`src/rtl/edge_timed_uart_receiver_top_macros.svh`:
```
`ifndef EDGE_TIMED_UART_RECEIVER_TOP_MACROS_SVH
`define EDGE_TIMED_UART_RECEIVER_TOP_MACROS_SVH

// Same-cycle implication, checked out of reset
`define ETURX_ASSERT_NOW(lbl, clk, rst, ante, cons) \
   lbl: assert property (@(posedge clk) disable iff (rst) (ante) |-> (cons)) \
      else $error("eturx: same-cycle check failed");

// Next-cycle implication, checked out of reset
`define ETURX_ASSERT_NEXT(lbl, clk, rst, ante, cons) \
   lbl: assert property (@(posedge clk) disable iff (rst) (ante) |=> (cons)) \
      else $error("eturx: next-cycle check failed");

`endif

```
`src/rtl/eturx_pkg.sv`:
```
`default_nettype none

package eturx_pkg;

   localparam int unsigned CSR_INDEX_W = 1;
   localparam int unsigned CSR_DATA_W  = 8;

   localparam logic [CSR_INDEX_W-1:0] CSR_EDGE_MARGIN    = 1'b0;
   localparam logic [CSR_INDEX_W-1:0] CSR_DATA_BIT_COUNT = 1'b1;

   localparam logic [7:0] EDGE_MARGIN_RESET    = 8'd41;
   localparam logic [3:0] DATA_BIT_COUNT_RESET = 4'd8;
   localparam logic [7:0] PERIODS_RESET        = 8'hFF;

   localparam logic KIND_EDGE = 1'b0;
   localparam logic KIND_TICK = 1'b1;

   typedef struct packed {
      logic       kind;
      logic [7:0] timer_count;
      logic       tick_pending;
      logic       line_level;
   } event_type;

   typedef struct packed {
      logic       emit;
      logic [7:0] received_byte;
   } result_type;

   // Set a run of low bits starting at pos; bits beyond position 7 drop out
   function automatic logic [7:0] fill_run(input logic [7:0] byte_val,
                                           input logic [7:0] run,
                                           input logic [3:0] pos);
      logic [7:0]  ones;
      logic [15:0] shifted;
      begin
         if (run >= 8'd8) begin
            ones = 8'hFF;
         end else begin
            ones = (8'd1 << run[2:0]) - 8'd1;
         end
         shifted = {8'd0, ones} << pos[2:0];
         if (pos < 4'd8) begin
            fill_run = byte_val | shifted[7:0];
         end else begin
            fill_run = byte_val;
         end
      end
   endfunction

endpackage

`default_nettype wire

```
`src/rtl/eturx_in_stage.sv`:
```
`default_nettype none

module eturx_in_stage (
   input  wire logic                 clock,
   input  wire logic                 reset,
   input  wire logic                 req_valid,
   output logic                      req_ready,
   input  wire eturx_pkg::event_type req_event,
   input  wire logic                 advance,
   output logic                      evt_valid,
   output eturx_pkg::event_type      evt
);
   import eturx_pkg::*;

   logic      valid_ff, valid_in;
   event_type evt_ff;

   assign req_ready = !valid_ff || advance;
   assign evt_valid = valid_ff;
   assign evt       = evt_ff;

   always_comb begin
      valid_in = valid_ff;
      if (req_valid && req_ready) begin
         valid_in = 1'b1;
      end else if (advance) begin
         valid_in = 1'b0;
      end
   end

   always_ff @(posedge clock) begin
      if (reset) begin
         valid_ff <= 1'b0;
      end else begin
         valid_ff <= valid_in;
      end
   end

   always_ff @(posedge clock) begin
      if (req_valid && req_ready) begin
         evt_ff <= req_event;
      end
   end

endmodule

`default_nettype wire

```
`src/rtl/eturx_core.sv`:
```
`default_nettype none

`include "edge_timed_uart_receiver_top_macros.svh"

module eturx_core (
   input  wire logic                                   clock,
   input  wire logic                                   reset,
   input  wire logic                                   evt_valid,
   input  wire eturx_pkg::event_type                   evt,
   input  wire logic                                   advance,
   output eturx_pkg::result_type                       result,
   input  wire logic                                   csr_write_enable,
   input  wire logic [eturx_pkg::CSR_INDEX_W-1:0]      csr_index,
   input  wire logic [eturx_pkg::CSR_DATA_W-1:0]       csr_write_data
);
   import eturx_pkg::*;

   logic [7:0] edge_margin_ff;
   logic [3:0] data_bit_count_ff;

   logic       armed_ff, armed_in;
   logic [7:0] periods_ff, periods_in;
   logic [3:0] bits_ff, bits_in;
   logic [7:0] byte_ff, byte_in;

   logic [7:0] run_edge, run_tick, run;
   logic [7:0] filled;
   logic [8:0] total;
   logic       reached;
   logic       late_edge, early_edge;

   always_ff @(posedge clock) begin
      if (reset) begin
         edge_margin_ff    <= EDGE_MARGIN_RESET;
         data_bit_count_ff <= DATA_BIT_COUNT_RESET;
      end else if (csr_write_enable) begin
         case (csr_index)
            CSR_EDGE_MARGIN:    edge_margin_ff    <= csr_write_data[7:0];
            CSR_DATA_BIT_COUNT: data_bit_count_ff <= csr_write_data[3:0];
            default: begin
            end
         endcase
      end
   end

   // Partial period: late edge closes one, early edge with a pending tick too
   assign late_edge  = evt.timer_count > edge_margin_ff;
   assign early_edge = evt.tick_pending && (evt.timer_count < edge_margin_ff);
   assign run_edge   = periods_ff + {7'd0, late_edge} + {7'd0, early_edge};
   assign run_tick   = periods_ff + 8'd1;
   assign run        = (evt.kind == KIND_TICK) ? run_tick : run_edge;
   assign filled     = fill_run(byte_ff, run, bits_ff);
   assign total      = {5'd0, bits_ff} + {1'b0, run};
   assign reached    = total >= {5'd0, data_bit_count_ff};

   always_comb begin
      armed_in             = armed_ff;
      periods_in           = periods_ff;
      bits_in              = bits_ff;
      byte_in              = byte_ff;
      result.emit          = 1'b0;
      result.received_byte = byte_ff;
      if (evt_valid && !armed_ff) begin
         if (evt.kind == KIND_EDGE) begin
            armed_in = 1'b1;
         end
      end else if (evt_valid) begin
         if (evt.kind == KIND_EDGE) begin
            result.received_byte = evt.line_level ? byte_ff : filled;
            if (reached) begin
               result.emit = 1'b1;
               armed_in    = 1'b0;
               periods_in  = PERIODS_RESET;
               bits_in     = 4'd0;
               byte_in     = 8'd0;
            end else begin
               periods_in = 8'd0;
               bits_in    = total[3:0];
               byte_in    = result.received_byte;
            end
         end else begin
            result.received_byte = filled;
            if (reached && evt.line_level) begin
               result.emit = 1'b1;
               armed_in    = 1'b0;
               periods_in  = PERIODS_RESET;
               bits_in     = 4'd0;
               byte_in     = 8'd0;
            end else begin
               periods_in = run_tick;
            end
         end
      end
   end

   always_ff @(posedge clock) begin
      if (reset) begin
         armed_ff   <= 1'b0;
         periods_ff <= PERIODS_RESET;
         bits_ff    <= 4'd0;
         byte_ff    <= 8'd0;
      end else if (advance) begin
         armed_ff   <= armed_in;
         periods_ff <= periods_in;
         bits_ff    <= bits_in;
         byte_ff    <= byte_in;
      end
   end

   `ETURX_ASSERT_NEXT(a_emit_disarms, clock, reset, advance && result.emit, !armed_ff)
   `ETURX_ASSERT_NOW(a_idle_is_clear, clock, reset, !armed_ff,
      bits_ff == 4'd0 && periods_ff == PERIODS_RESET && byte_ff == 8'd0)
   `ETURX_ASSERT_NOW(a_no_emit_when_idle, clock, reset, !armed_ff, !result.emit)

endmodule

`default_nettype wire

```
`src/rtl/eturx_out_stage.sv`:
```
`default_nettype none

module eturx_out_stage (
   input  wire logic                  clock,
   input  wire logic                  reset,
   input  wire eturx_pkg::result_type result,
   input  wire logic                  load,
   output logic                       out_free,
   output logic                       rsp_valid,
   input  wire logic                  rsp_ready,
   output logic [7:0]                 rsp_received_byte
);
   import eturx_pkg::*;

   logic       valid_ff, valid_in;
   logic [7:0] byte_ff;

   assign out_free          = !valid_ff || rsp_ready;
   assign rsp_valid         = valid_ff;
   assign rsp_received_byte = byte_ff;

   always_comb begin
      valid_in = valid_ff;
      if (load && result.emit) begin
         valid_in = 1'b1;
      end else if (rsp_ready) begin
         valid_in = 1'b0;
      end
   end

   always_ff @(posedge clock) begin
      if (reset) begin
         valid_ff <= 1'b0;
      end else begin
         valid_ff <= valid_in;
      end
   end

   always_ff @(posedge clock) begin
      if (load && result.emit) begin
         byte_ff <= result.received_byte;
      end
   end

endmodule

`default_nettype wire

```
`src/rtl/edge_timed_uart_receiver_top.sv`:
```
`default_nettype none

// Edge-timed UART receiver: each request is one line event (an edge or a
// bit-period tick) and one request is taken every cycle, except while an
// event that completes a character waits for a full result register; a
// completed character appears on the response channel once the request that
// finishes it has passed the input register, then the result register. The
// receiver state (period count, bit count, byte being built) is updated as
// an event moves from the input register to the result register. The result
// register lets new requests in while a character waits to be taken. Write
// the margin and data bit count only with no request in flight.
module edge_timed_uart_receiver_top (
   input  wire logic                              clock,
   input  wire logic                              reset,
   input  wire logic                              req_valid,
   output logic                                   req_ready,
   input  wire logic                              req_kind,
   input  wire logic [7:0]                        req_timer_count,
   input  wire logic                              req_tick_pending,
   input  wire logic                              req_line_level,
   output logic                                   rsp_valid,
   input  wire logic                              rsp_ready,
   output logic [7:0]                             rsp_received_byte,
   input  wire logic                              csr_write_enable,
   input  wire logic [eturx_pkg::CSR_INDEX_W-1:0] csr_index,
   input  wire logic [eturx_pkg::CSR_DATA_W-1:0]  csr_write_data
);
   import eturx_pkg::*;

   event_type  req_event, evt;
   result_type result;
   logic       evt_valid, advance, out_free;

   assign req_event.kind         = req_kind;
   assign req_event.timer_count  = req_timer_count;
   assign req_event.tick_pending = req_tick_pending;
   assign req_event.line_level   = req_line_level;

   // Hold the event only when it would emit into a full result register
   assign advance = evt_valid && (!result.emit || out_free);

   eturx_in_stage u_in_stage (
      .clock     (clock),
      .reset     (reset),
      .req_valid (req_valid),
      .req_ready (req_ready),
      .req_event (req_event),
      .advance   (advance),
      .evt_valid (evt_valid),
      .evt       (evt)
   );

   eturx_core u_core (
      .clock            (clock),
      .reset            (reset),
      .evt_valid        (evt_valid),
      .evt              (evt),
      .advance          (advance),
      .result           (result),
      .csr_write_enable (csr_write_enable),
      .csr_index        (csr_index),
      .csr_write_data   (csr_write_data)
   );

   eturx_out_stage u_out_stage (
      .clock             (clock),
      .reset             (reset),
      .result            (result),
      .load              (advance),
      .out_free          (out_free),
      .rsp_valid         (rsp_valid),
      .rsp_ready         (rsp_ready),
      .rsp_received_byte (rsp_received_byte)
   );

endmodule

`default_nettype wire

```
`config.mk`:
```
export PLATFORM = sky130hd
export DESIGN_NAME = edge_timed_uart_receiver_top
export DESIGN_NICKNAME = d
export VERILOG_FILES = /design/src/rtl/eturx_pkg.sv /design/src/rtl/eturx_in_stage.sv /design/src/rtl/eturx_core.sv /design/src/rtl/eturx_out_stage.sv /design/src/rtl/edge_timed_uart_receiver_top.sv
export VERILOG_INCLUDE_DIRS = /design/src /design/src/rtl
export SDC_FILE = /design/constraint.sdc
export NUM_CORES = 1
export LEC_CHECK = 0
export BUFFER_PORTS_ARGS = -buffer_cell sky130_fd_sc_hd__buf_2
export CAP_MARGIN = 20
export CELL_PAD_IN_SITES_DETAIL_PLACEMENT = 1
export CELL_PAD_IN_SITES_GLOBAL_PLACEMENT = 2
export CORE_ASPECT_RATIO = 1.75
export CORE_MARGIN = 1.5
export CORE_UTILIZATION = 37
export CTS_CLUSTER_SIZE = 20
export DETAILED_ROUTE_END_ITERATION = 10
export PLACE_DENSITY_LB_ADDON = 0.1
export SYNTH_ARGS = -nofsm -noshare
export SYNTH_HDL_FRONTEND = slang
export SYNTH_SLANG_ARGS = --single-unit
```
`constraint.sdc`:
```
create_clock -name clock -period 7 [get_ports clock]
set_input_delay 0.7 -clock clock [delete_from_list [all_inputs] [get_ports clock]]
set_output_delay 0.7 -clock clock [all_outputs]
set_load 0.02 [all_outputs]
```
==> run summary <==
status -> finished, final reports clean
CTS tree -> yes
Synthesized Nets -> 416
GRT Residual Overflow -> 0
setup TNS -> 0 ns
met1 WL -> 3450 µm
Power Density -> 223 nW/µm²
synthesized cell area -> 3340 µm²
WL met2 -> 5050 µm
setup violators final -> 0
CP peak stage delay -> 0.41 ns
CP bufs+invs -> 2
CTS resizes -> 0
Final Hold Vio Count -> 0
hold_buf cts -> 0
core area -> 8730 µm²
Starting DRT DRC Count -> 117
max-slew violations -> 0
RSZ-0062 raised after global routing -> no
Post-CTS Setup Inserts -> 0
syn avg cell area -> 9.03 µm²
fin crit share -> 91.6%
synthesized instance count -> 370
Levels on crit path -> 23
LEAKAGE -> 1.60 nW
worst min path class -> flop to flop
sink of the worst hold path -> u_core.edge_margin_ff[6]$_SDFFE_PP0P_
routed len/inst -> 17.3 µm
post-route setup slack -> 0.589 ns
Most used DFF post-synth -> dfxtp_1
relative slew slack -> 50.2%
synth unique cells -> 61
Yosys reg bits -> 54
clock sink total -> 54
critical path's top delay family -> adder cells
Req. time, crit path -> 6.30 ns
crit path DAT -> 5.71 ns
worst slack at placement -> 0.801 ns
vias in the first global route -> 2,915
Async SR Flop Fraction -> 0%
IO Port Bufs -> 34
initial antenna violation count -> 0
Post-Layout Cell Count -> 511
r2r startpoint -> u_in_stage.evt[3]$_DFFE_PP_
CP Launch Type -> flop
average via count per standard cell -> 5.45
htree depth -> 2
Starting Density -> 38.3%
Net count, final -> 439
Hold Crit Depth -> 2
R2R depth -> 23
sequential area share after synthesis -> 38.0%
CP cell instances -> ha_1 > nor2b_1 > o21ai_0 > nand2b_1 > a21oi_1 > o21ai_0 > o21a_1 > fa_1 > ha_1 > mux2i_1 > inv_2 > ha_1 > a21o_1 > a21oi_1 > xnor2_1 > ha_1 > o21ai_0 > o21ai_0 > nor4_1 > o211ai_2 > nand4_1 > or2_2 > buf_2
Rows -> 45
Worst Hold Launch -> u_core.edge_margin_ff[6]$_SDFFE_PP0P_
final hold slack -> 0.458 ns
Root Buffer Master -> clkbuf_16
Post-synth EDFFs -> 19
clk buf depth -> 2
cell with the largest stage delay on the worst path -> fa_1
Slew @ Worst Pin -> 0.745 ns
MaxCap Viol Count -> 0
met3 wire len -> 168 µm
WL final -> 8850 µm
Placed Cells -> 503
Clock Skews -> 0.00844 ns
CTS buffer count -> 5
IO Pins -> 35
Die Span Y -> 129 µm
Top Layer Used -> met4
kind of critical path -> flop to output pin
first-pass GRT wire length -> 14,400 µm
reg-to-reg slack, setup -> 1.09 ns
Worst-path clk slew -> 0.07 ns
drt drc -> 0
1st-pass router iterations -> 4
share of cells above drive strength 1 -> 15.0%
Reg-to-Reg End -> u_in_stage.evt[8]$_DFFE_PP_
via count -> 2,783
DRT antenna net count -> 0
CP max FO -> 14
HPWL Detailed -> 6990 µm
commonest non-fill, non-tap cells in the layout -> nand2_1, dfxtp_1, buf_2
synth warn -> 0
Fmax achieved -> 156 MHz
GRT Resource Usage Total -> 19.8%
CP endpoint kind -> output pin
Worst-Skew Late Latency -> 0.30 ns
Tmin final -> 6.41 ns
largest net degree at the start of global routing -> 22
diodes inserted -> 0
Die ar. -> 9630 µm²
area delta synth->final -> 11.5%
GPL Wtd Cong -> 0.855
Die Wd -> 74.8 µm
VDD IR max -> 217 µV
==> stage by stage <==
stage / area, µm² / util (%) / total power (W)
2_1_floorplan: 3340 / - / 0.000517
3_3_place_gp: 3570 / 40.9 / 0.000575
3_5_place_dp: 3570 / 40.9 / 0.000579
4_1_cts: 3730 / 42.7 / 0.000844
5_1_grt: 3730 / 42.7 / 0.000877
6_report: 3730 / 42.7 / 0.000832
==> routing by layer <==
| metal | vias to the layer above | track usage, % |
|---|---|---|
| met1 | 1350 | 21.1 |
| met4 | 0 | 6.84 |
| met2 | 38 | 38.1 |
| met5 | - | 0 |
| li1 | 1385 | - |
| met3 | 10 | 2.58 |
==> where the power goes <==
group	switching [W]	leakage [nW]	internal, W
Combinational	0.000137	1.05	0.0000887
Clock	0.000123	0.0759	0.000137
Sequential	0.0000105	0.481	0.000336
Total	0.000270	1.60	0.000561
==> cells in the mapped netlist (3+ instances only) <==
library cell / n / share of area, %
a211o_1: 6 / 1.6
a21o_1: 9 / 2.0
a21oi_1: 25 / 3.7
a31oi_1: 7 / 1.3
and2_1: 5 / 0.94
buf_2: 5 / 0.75
clkbuf_1: 12 / 1.3
dfxtp_1: 35 / 21
edfxtp_1: 19 / 17
ha_1: 19 / 7.1
inv_1: 22 / 2.5
mux2i_1: 8 / 2.4
nand2_1: 35 / 3.9
nand2b_1: 10 / 1.9
nand3_1: 12 / 1.8
nand4_1: 7 / 1.3
nor2_1: 30 / 3.4
nor2b_1: 6 / 1.1
nor3_1: 5 / 0.75
nor4_1: 4 / 0.75
o211ai_1: 3 / 0.67
o21a_1: 7 / 1.6
o21ai_0: 16 / 2.4
o21bai_1: 3 / 0.67
o311ai_2: 5 / 2.4
or2_2: 3 / 0.56
xnor2_1: 5 / 1.3
xor2_1: 4 / 1.0
==> area by class of cell <==
| type | count | area, µm² |
|---|---|---|
| clock inverters | 3 | 28.8 |
| well taps | 117 | 146 |
| clock buffers | 5 | 125 |
| fillers | 1074 | 5000 |
| repair buffers | 35 | 178 |
| multi-input cells | 275 | 1900 |
| inverters | 22 | 82.6 |
| flip-flops and latches | 54 | 1270 |
==> worst max-delay path by stage <==
stage	end	start	slack [ns]
after floorplan	req_ready	u_in_stage.evt[7]$_DFFE_PP_	1.50
after global placement	req_ready	u_in_stage.evt[3]$_DFFE_PP_	0.96
after detailed placement	req_ready	u_in_stage.evt[3]$_DFFE_PP_	0.80
after CTS	req_ready	u_in_stage.evt[3]$_DFFE_PP_	0.45
after global routing	req_ready	u_in_stage.evt[3]$_DFFE_PP_	0.09
final	req_ready	u_in_stage.evt[3]$_DFFE_PP_	0.59
==> tightest hold or removal path: cells and delay by family (launching register included) <==
kind            cells  cell delay, ns
flops               1            0.31
simple gates        1            0.05
compound gates      1            0.05
==> state kept, by name (all words and copies together), names as in the netlist <==
name,count
u_core.byte_ff,8
u_core.data_bit_count_ff,4
u_in_stage.evt,11
u_core.bits_ff,4
u_out_stage.rsp_valid,1
u_core.edge_margin_ff,8
u_out_stage.rsp_received_byte,8
u_core.periods_ff,8
u_in_stage.evt_valid,1
u_core.armed_ff,1
==> logic make-up (layout without fill, tap and decap cells) <==
logic type | after synthesis | in the layout | share of synthesized area, %
flip-flops | 54 | 54 | 38.0
AND/OR/NAND/NOR | 130 | 130 | 19.2
adder cells (fa/ha/maj) | 21 | 21 | 8.31
buffers and inverters | 41 | 65 | 5.24
XOR/XNOR | 9 | 9 | 2.36
AO/OA/AOI/OAI | 106 | 106 | 23.8
multiplexers | 9 | 9 | 3.07
Power figures use the tool's default switching activity.
